===== src/hw/rtl/rpm_pkg.sv =====
// shared types and constants for the rms and peak level meter
package rpm_pkg;

    localparam int SAMPLE_BITS = 24;
    localparam int MAX_BLOCK   = 4096;
    localparam int IN_W        = 24;
    localparam int OUT_W       = 24;
    localparam int SQ_W        = 2 * SAMPLE_BITS;
    localparam int SUM_W       = 58;
    localparam int CNT_W       = $clog2(MAX_BLOCK + 1);
    localparam int ROOT_W      = SUM_W / 2;
    localparam int Q_DEPTH     = 4;
    localparam int Q_PTR_W     = $clog2(Q_DEPTH);
    localparam int Q_CNT_W     = $clog2(Q_DEPTH + 1);

    typedef struct packed {
        logic signed [IN_W-1:0] sample;
        logic                   last_sample;
    } t_in_beat;

    typedef struct packed {
        logic [OUT_W-1:0] rms_level;
        logic [OUT_W-1:0] peak_level;
    } t_out_beat;

    typedef struct packed {
        logic [SUM_W-1:0]       sum;
        logic [CNT_W-1:0]       count;
        logic [SAMPLE_BITS-1:0] peak;
    } t_blk;

endpackage


===== src/hw/rtl/rpm_front.sv =====
// front end: magnitude, square, accumulate and peak per block
module rpm_front (
    input  logic                     i_clk,
    input  logic                     i_rst_n,
    input  logic                     i_valid,
    output logic                     o_ready,
    input  rpm_pkg::t_in_beat        i_data,
    input  logic [rpm_pkg::Q_CNT_W-1:0] i_q_count,
    output logic                     o_push,
    output rpm_pkg::t_blk            o_blk
);

    localparam int SB = rpm_pkg::SAMPLE_BITS;

    logic                        r_v1, r_last1;
    logic [SB-1:0]               r_mag1;
    logic                        r_v2, r_last2;
    logic [SB-1:0]               r_mag2;
    logic [rpm_pkg::SQ_W-1:0]    r_sq2;
    logic [rpm_pkg::SUM_W-1:0]   r_sum, n_sum;
    logic [rpm_pkg::CNT_W-1:0]   r_count, n_count;
    logic [SB-1:0]               r_peak, n_peak;

    logic [SB-1:0]               raw;
    logic [SB-1:0]               mag;
    logic                        accept;
    logic [rpm_pkg::SUM_W:0]     sum_ext;
    logic [rpm_pkg::Q_CNT_W:0]   pending;

    assign raw    = i_data.sample[SB-1:0];
    assign mag    = raw[SB-1] ? (~raw + SB'(1)) : raw;
    assign accept = i_valid && o_ready;

    // reserve queue room for every block end still in flight
    assign pending = (rpm_pkg::Q_CNT_W + 1)'(i_q_count)
                   + (rpm_pkg::Q_CNT_W + 1)'(r_v1 && r_last1)
                   + (rpm_pkg::Q_CNT_W + 1)'(r_v2 && r_last2);
    assign o_ready = pending < (rpm_pkg::Q_CNT_W + 1)'(rpm_pkg::Q_DEPTH);

    assign sum_ext = {1'b0, r_sum} + (rpm_pkg::SUM_W + 1)'(r_sq2);

    always_comb begin
        n_sum   = r_sum;
        n_count = r_count;
        n_peak  = (r_mag2 > r_peak) ? r_mag2 : r_peak;
        if (r_count < rpm_pkg::CNT_W'(rpm_pkg::MAX_BLOCK)) begin
            n_sum   = sum_ext[rpm_pkg::SUM_W] ? '1 : sum_ext[rpm_pkg::SUM_W-1:0];
            n_count = r_count + rpm_pkg::CNT_W'(1);
        end
    end

    assign o_push      = r_v2 && r_last2;
    assign o_blk.sum   = n_sum;
    assign o_blk.count = n_count;
    assign o_blk.peak  = n_peak;

    always_ff @(posedge i_clk) begin
        if (!i_rst_n) begin
            r_v1    <= 1'b0;
            r_v2    <= 1'b0;
            r_sum   <= '0;
            r_count <= '0;
            r_peak  <= '0;
        end else begin
            r_v1 <= accept;
            r_v2 <= r_v1;
            if (r_v2) begin
                if (r_last2) begin
                    r_sum   <= '0;
                    r_count <= '0;
                    r_peak  <= '0;
                end else begin
                    r_sum   <= n_sum;
                    r_count <= n_count;
                    r_peak  <= n_peak;
                end
            end
        end
    end

    always_ff @(posedge i_clk) begin
        r_mag1  <= mag;
        r_last1 <= i_data.last_sample;
        r_mag2  <= r_mag1;
        r_last2 <= r_last1;
        r_sq2   <= rpm_pkg::SQ_W'(r_mag1) * rpm_pkg::SQ_W'(r_mag1);
    end

endmodule


===== src/hw/rtl/rpm_queue.sv =====
// short queue of finished block totals between front and back
module rpm_queue (
    input  logic                        i_clk,
    input  logic                        i_rst_n,
    input  logic                        i_push,
    input  rpm_pkg::t_blk               i_blk,
    input  logic                        i_pop,
    output logic                        o_valid,
    output rpm_pkg::t_blk               o_blk,
    output logic [rpm_pkg::Q_CNT_W-1:0] o_count
);

    rpm_pkg::t_blk                r_mem [rpm_pkg::Q_DEPTH];
    logic [rpm_pkg::Q_PTR_W-1:0]  r_wr_ptr, r_rd_ptr;
    logic [rpm_pkg::Q_CNT_W-1:0]  r_count;
    logic                         do_pop;

    assign o_valid = r_count != '0;
    assign o_blk   = r_mem[r_rd_ptr];
    assign o_count = r_count;
    assign do_pop  = i_pop && o_valid;

    always_ff @(posedge i_clk) begin
        if (!i_rst_n) begin
            r_wr_ptr <= '0;
            r_rd_ptr <= '0;
            r_count  <= '0;
        end else begin
            if (i_push) begin
                r_wr_ptr <= r_wr_ptr + rpm_pkg::Q_PTR_W'(1);
            end
            if (do_pop) begin
                r_rd_ptr <= r_rd_ptr + rpm_pkg::Q_PTR_W'(1);
            end
            case ({i_push, do_pop})
                2'b10:   r_count <= r_count + rpm_pkg::Q_CNT_W'(1);
                2'b01:   r_count <= r_count - rpm_pkg::Q_CNT_W'(1);
                default: r_count <= r_count;
            endcase
        end
    end

    always_ff @(posedge i_clk) begin
        if (i_push) begin
            r_mem[r_wr_ptr] <= i_blk;
        end
    end

endmodule


===== src/hw/rtl/rpm_back.sv =====
// back end: serial divide by count, serial square root, result register
module rpm_back (
    input  logic              i_clk,
    input  logic              i_rst_n,
    input  logic              i_q_valid,
    input  rpm_pkg::t_blk     i_blk,
    output logic              o_pop,
    output logic              o_valid,
    input  logic              i_ready,
    output rpm_pkg::t_out_beat o_data
);

    localparam int SW     = rpm_pkg::SUM_W;
    localparam int CW     = rpm_pkg::CNT_W;
    localparam int RW     = rpm_pkg::ROOT_W;
    localparam int STEP_W = $clog2(SW);

    typedef enum logic [3:0] {
        S_IDLE = 4'b0001,
        S_DIV  = 4'b0010,
        S_ROOT = 4'b0100,
        S_OUT  = 4'b1000
    } t_state;

    t_state                       r_state;
    logic [STEP_W-1:0]            r_step;
    logic [SW-1:0]                r_num;
    logic [CW-1:0]                r_den;
    logic [CW-1:0]                r_rem;
    logic [RW:0]                  r_srem;
    logic [RW-1:0]                r_root;
    logic [rpm_pkg::SAMPLE_BITS-1:0] r_peak;

    logic [CW:0]                  div_shift;
    logic                         div_ge;
    logic [CW:0]                  div_diff;
    logic [RW+2:0]                root_shift;
    logic [RW+2:0]                root_trial;
    logic                         root_ge;
    logic [RW+2:0]                root_diff;

    assign div_shift  = {r_rem, r_num[SW-1]};
    assign div_ge     = div_shift >= {1'b0, r_den};
    assign div_diff   = div_shift - {1'b0, r_den};

    assign root_shift = {r_srem, r_num[SW-1:SW-2]};
    assign root_trial = {1'b0, r_root, 2'b01};
    assign root_ge    = root_shift >= root_trial;
    assign root_diff  = root_shift - root_trial;

    assign o_pop   = (r_state == S_IDLE) && i_q_valid;
    assign o_valid = r_state == S_OUT;
    assign o_data.rms_level  = rpm_pkg::OUT_W'(r_root);
    assign o_data.peak_level = rpm_pkg::OUT_W'(r_peak);

    always_ff @(posedge i_clk) begin
        if (!i_rst_n) begin
            r_state <= S_IDLE;
            r_step  <= '0;
        end else begin
            unique case (r_state)
                S_IDLE: begin
                    r_step <= '0;
                    if (i_q_valid) begin
                        r_state <= S_DIV;
                    end
                end
                S_DIV: begin
                    if (r_step == STEP_W'(SW - 1)) begin
                        r_step  <= '0;
                        r_state <= S_ROOT;
                    end else begin
                        r_step <= r_step + STEP_W'(1);
                    end
                end
                S_ROOT: begin
                    if (r_step == STEP_W'(RW - 1)) begin
                        r_step  <= '0;
                        r_state <= S_OUT;
                    end else begin
                        r_step <= r_step + STEP_W'(1);
                    end
                end
                S_OUT: begin
                    if (i_ready) begin
                        r_state <= S_IDLE;
                    end
                end
                default: r_state <= S_IDLE;
            endcase
        end
    end

    always_ff @(posedge i_clk) begin
        unique case (r_state)
            S_IDLE: begin
                r_num  <= i_blk.sum;
                r_den  <= i_blk.count;
                r_peak <= i_blk.peak;
                r_rem  <= '0;
            end
            S_DIV: begin
                r_rem <= div_ge ? div_diff[CW-1:0] : div_shift[CW-1:0];
                if (r_step == STEP_W'(SW - 1)) begin
                    // empty block gives zero
                    r_num  <= (r_den == '0) ? '0 : {r_num[SW-2:0], div_ge};
                    r_srem <= '0;
                    r_root <= '0;
                end else begin
                    r_num <= {r_num[SW-2:0], div_ge};
                end
            end
            S_ROOT: begin
                r_num  <= {r_num[SW-3:0], 2'b00};
                r_srem <= root_ge ? root_diff[RW:0] : root_shift[RW:0];
                r_root <= {r_root[RW-2:0], root_ge};
            end
            S_OUT: begin
                r_peak <= r_peak;
            end
            default: begin
                r_peak <= r_peak;
            end
        endcase
    end

endmodule


===== src/hw/rtl/block_rms_peak_meter.sv =====
// top level of the rms and peak level meter
//
// Input channel: one signed sample beat per cycle on i_valid / o_ready, with
// last_sample marking the final beat of a block. Output channel: one beat per
// block on o_valid / i_ready carrying the floor rms and the peak magnitude.
// While o_ready is high the front end takes one sample every cycle:
// magnitude, a registered square and the running sum, count and peak. A
// block end pushes the totals into a four-entry queue. The back end pops
// one block at a time and runs a bit serial divide by the count and then
// a serial square root before it raises o_valid. It pops the next block
// only from idle, after the receiver takes the result, so blocks that end
// while it is busy wait in the queue; o_ready drops only when the queue
// plus the block ends still in the front pipeline would fill it.
// Beyond 4096 samples a block's rms covers the first 4096 only.
// While the receiver stalls the result holds on o_data and the back
// end waits; the front end keeps taking samples until the queue is full.
// Synchronous reset clears the accumulators, the queue and the back end;
// o_ready is high and o_valid low in the first cycle after reset.
module block_rms_peak_meter (
    input  logic               i_clk,
    input  logic               i_rst_n,
    input  logic               i_valid,
    output logic               o_ready,
    input  rpm_pkg::t_in_beat  i_data,
    output logic               o_valid,
    input  logic               i_ready,
    output rpm_pkg::t_out_beat o_data
);

    logic                         q_push;
    rpm_pkg::t_blk                q_in_blk;
    logic                         q_pop;
    logic                         q_valid;
    rpm_pkg::t_blk                q_out_blk;
    logic [rpm_pkg::Q_CNT_W-1:0]  q_count;

    rpm_front u_front (
        .i_clk     (i_clk),
        .i_rst_n   (i_rst_n),
        .i_valid   (i_valid),
        .o_ready   (o_ready),
        .i_data    (i_data),
        .i_q_count (q_count),
        .o_push    (q_push),
        .o_blk     (q_in_blk)
    );

    rpm_queue u_queue (
        .i_clk   (i_clk),
        .i_rst_n (i_rst_n),
        .i_push  (q_push),
        .i_blk   (q_in_blk),
        .i_pop   (q_pop),
        .o_valid (q_valid),
        .o_blk   (q_out_blk),
        .o_count (q_count)
    );

    rpm_back u_back (
        .i_clk     (i_clk),
        .i_rst_n   (i_rst_n),
        .i_q_valid (q_valid),
        .i_blk     (q_out_blk),
        .o_pop     (q_pop),
        .o_valid   (o_valid),
        .i_ready   (i_ready),
        .o_data    (o_data)
    );

endmodule


===== config.mk =====
export PLATFORM = sky130hd
export DESIGN_NAME = block_rms_peak_meter
export DESIGN_NICKNAME = d
export VERILOG_FILES = /design/src/hw/rtl/rpm_pkg.sv /design/src/hw/rtl/rpm_front.sv /design/src/hw/rtl/rpm_queue.sv /design/src/hw/rtl/rpm_back.sv /design/src/hw/rtl/block_rms_peak_meter.sv
export SDC_FILE = /design/constraint.sdc
export NUM_CORES = 2
export LEC_CHECK = 0
export ABC_AREA = 1
export ABC_CLOCK_PERIOD_IN_PS = 12000
export BUFFER_PORTS_ARGS = -buffer_cell sky130_fd_sc_hd__buf_2
export CORE_MARGIN = 2
export CORE_UTILIZATION = 60
export CTS_CLUSTER_DIAMETER = 100
export DETAILED_ROUTE_END_ITERATION = 10
export GPL_TIMING_DRIVEN = 0
export PLACE_DENSITY = 0.76
export SETUP_SLACK_MARGIN = 0.4
export SLEW_MARGIN = 10
export SYNTH_ARGS = -nofsm -noshare
export SYNTH_HDL_FRONTEND = slang
export SYNTH_SLANG_ARGS = --single-unit

===== constraint.sdc =====
create_clock -name i_clk -period 12 [get_ports i_clk]
set_input_delay 1.2 -clock i_clk [delete_from_list [all_inputs] [get_ports i_clk]]
set_output_delay 1.2 -clock i_clk [all_outputs]
set_load 0.01 [all_outputs]

==> impl_results.md <==
- Worst Path Required: 12.50 ns
- Grt ovf: 0
- Syn_nets: 6,704
- Clk_skew: 0.0178 ns
- Worst Path Max Fanout: 10
- Dominant cells by area after synthesis: edfxtp_1 31%, fa_1 16%, nand2_1 8.9%
- Pre-antenna DRT Iters: 6
- Hold buffers post-CTS: 0
- Period minus WS final: 7.96 ns
- Worst R2R Start: u_front.r_mag1[11]
- Routed wire length on met3: 11,400 µm
- Number of synthesized flops with an enable pin: 547
- Final setup viols: 0
- Number of maximum-capacitance violations: 0
- H-tree Lvls: 3
- Internal reg-to-reg setup slack: 4.04 ns
- CTS Sinks: 759
- Share of the synthesized area in the top cell type: 30.7%
- CP Capture Type: flop
- Post-Syn Area: 0.0535 mm²
- Largest delay share family, worst path: adder cells
- Worst path cell trace: clkbuf_1 > nand2_1 > fa_1 > inv_1 > fa_1 > inv_1 > fa_1 > inv_1 > fa_1 > fa_1 > fa_1 > inv_1 > fa_1 > inv_1 > ha_1 > nand2_1 > inv_1 > a21oi_1 > a21boi_0 > o21ai_0 > a21oi_1 > o21ai_0 > xor2_1
- R2r worst-path depth: 23
- Initial core utilization: 60.5%
- Pin count of the biggest net entering global routing: 60
- Worst path bufs/invs: 7
- WL met1: 57,100 µm
- Final nets: 6,881
- Synth cell types: 61
- DR vias/cell: 5.71
- Pins Over Slew Limit: 0
- Synth async-reset ratio: 0%
- Rows: 109
- Type of the worst min-delay path: flop to flop
- Worst-margin pin slew: 1.23 ns
- Crit Path Category: flop to flop
- Clock Tree Buf Depth: 3
- Drc violations: 0
- Initial antenna violation count: 0
- Reg-to-Reg End: u_front.r_sq2[46]
- Initial DRC count: 3,857
- Total track usage: 33.0%
- Die area: 0.0915 mm²
- Clock transition at path regs: 0.06 ns
- Crit share post-route: 66.3%
- PortBufs: 78
- Clk_lat worst skew: 0.64 ns
- Uppermost layer routed: met4
- Die H: 303 µm
- WL final: 148,000 µm
- Mean Syn Cell Area: 9.00 µm²
- CORE AREA: 0.0884 mm²
- Routed vias: 42,000
- Final setup TNS: 0 ns
- Rel. slew slack: 17.5%
- CTS resizes: 0
- Yosys top cell by area: edfxtp_1
- Final Hold Violating Endpoints: 0
- Most common cell on crit path: fa_1
- Root buf cell: clkbuf_16
- Post-DP HPWL: 115,000 µm
- Post-route ant nets: 0
- CP arrival: 8.46 ns
- Synth Register Bits: 759
- Crit-path slowest cell: clkbuf_1
- Min-delay src: u_front.r_last1
- Max stage delay on crit path: 0.83 ns
- Top Ports: 79
- Maximum clock rate: 0.126 GHz
- WL/cell: 20.1 µm
- Die X: 303 µm
- RSZ-0062 raised after global routing: no
- Share of cells above drive strength 1: 6.16%
- CTS tree: done
- Hold Path End: u_front.r_last2
- Post-Syn Instances: 5,944
- Synthesis-to-finish area growth: 9.26%
- Fillers: 7,151
- Yosys Warn Count: 0
- RD Place Congestion: 1.01
- Vias in the first global route: 42,100
- Register area share after synthesis: 38.7%
- Top_reg_cell synth: edfxtp_1
- Post-CTS Setup Bufs: 0
- Startpoint Class: flop
- Status: complete, no violations
- Hold Path Stages: 0
- Met2 wire len: 71,600 µm
- First-pass GRT wire length: 231,000 µm
- Number of buffers created by CTS: 77
## per-layer routing
| layer | GRT usage [%] | vias up |
|---|---|---|
| li1 | - | 19500 |
| met1 | 41.6 | 20300 |
| met2 | 56.4 | 1848 |
| met3 | 4.38 | 420 |
| met4 | 15.7 | 0 |
| met5 | 0 | - |
## final cells by class
type	count	area (µm²)	share of cell area [%]
Antenna cell	1	2.50	0.00428
Multi-Input combinational cell	3806	27500	47.0
Clock buffer	105	2170	3.71
Timing Repair Buffer	98	778	1.33
Tap cell	1165	1460	2.50
Inverter	1153	4330	7.41
Clock inverter	39	503	0.861
Buffer	226	1030	1.77
Sequential cell	759	20700	35.4
## cell usage after synthesis (6+ instances only)
cell      instances
nand3_1         183
xor2_1           70
inv_2             7
o21ai_0         208
nor4_1            7
xnor2_1          82
a221oi_1         54
o21ai_1          10
nand2_2          19
or2_2            51
a21boi_0         45
buf_2            19
a31oi_1          11
buf_6             6
fa_1            429
a21oi_1         428
nand4_1          21
nand3b_1         18
o21bai_1         19
o21a_1           12
edfxtp_1        547
buf_4            28
o22ai_1          39
buf_1            14
inv_1          1145
clkbuf_1        157
a211oi_1          6
nand2_1        1263
a221o_1          56
dfxtp_1         212
nor3_1           41
a21o_1           16
ha_1            302
o221ai_1          6
nor2_1          366
## through the flow
stage                     instances  hold WS, ns  cell area (µm²)  util (%)  worst slack, ns
after global routing           7351        0.425            58400      66.1             3.80
after floorplan                5944        0.331            53500         -             5.80
after global placement         7187        0.412            55300      62.6             3.63
after CTS                      7351        0.414            58400      66.1             4.10
final                          7352        0.431            58400      66.1             4.04
after detailed placement       7207        0.403            55700      63.1             4.15
## flip-flops by register name (all words and copies together) (netlist names), named ones only
| signal | flops |
|---|---|
| u_front.r_mag1 | 24 |
| u_back.r_num | 58 |
| u_front.r_v1 | 1 |
| u_back.r_state | 4 |
| u_queue.o_count | 3 |
| u_back.r_rem | 13 |
| u_queue.r_mem | 380 |
| u_front.r_last1 | 1 |
| u_front.r_peak | 24 |
| u_back.r_step | 6 |
| u_back.r_peak | 24 |
| u_front.r_sq2 | 46 |
| u_back.r_root | 29 |
| u_back.r_den | 13 |
| u_back.r_srem | 30 |
| u_queue.r_wr_ptr | 2 |
| u_queue.r_rd_ptr | 2 |
| u_front.r_v2 | 1 |
| u_front.r_sum | 58 |
| u_front.r_count | 13 |
| u_front.r_mag2 | 24 |
| u_front.r_last2 | 1 |
## kinds of logic after synthesis
family | synth area share, %
fa+ha+maj | 23.1
flops | 38.7
compound gates | 10.4
xor+xnor | 2.49
simple gates | 15.3
mux | 0.0211
buf+inv | 10.0
## cells in the final DEF, fill, tap and decap left out, drive strengths merged, types with 39 or more instances in the layout
cell    count
a21boi     49
a21oi     430
a221o      56
a221oi     54
buf       166
clkbuf    263
dfxtp     212
edfxtp    547
fa        429
ha        302
inv      1160
nand2    1283
nand3     188
nor2      371
nor3       42
o21ai     221
o22ai      39
or2        51
xnor2      82
xor2       70
## worst max path at each step
stage | startpoint | end | slack (ns) | cells past startpoint
final | u_front.r_mag1[11] | u_front.r_sq2[46] | 4.04 | 23
after global routing | u_front.r_mag1[12] | u_front.r_sq2[34] | 3.80 | 25
after CTS | u_front.r_mag1[11] | u_front.r_sq2[38] | 4.10 | 24
after detailed placement | u_front.r_mag1[11] | u_front.r_sq2[38] | 4.15 | 24
after global placement | u_back.r_state[2] | u_back.r_num[33] | 3.63 | 7
after floorplan | u_front.r_mag1[6] | u_front.r_sq2[37] | 5.80 | 26
Power is not shown: default switching activity piles up to over one toggle a cycle in this logic, so the estimate is an artifact.
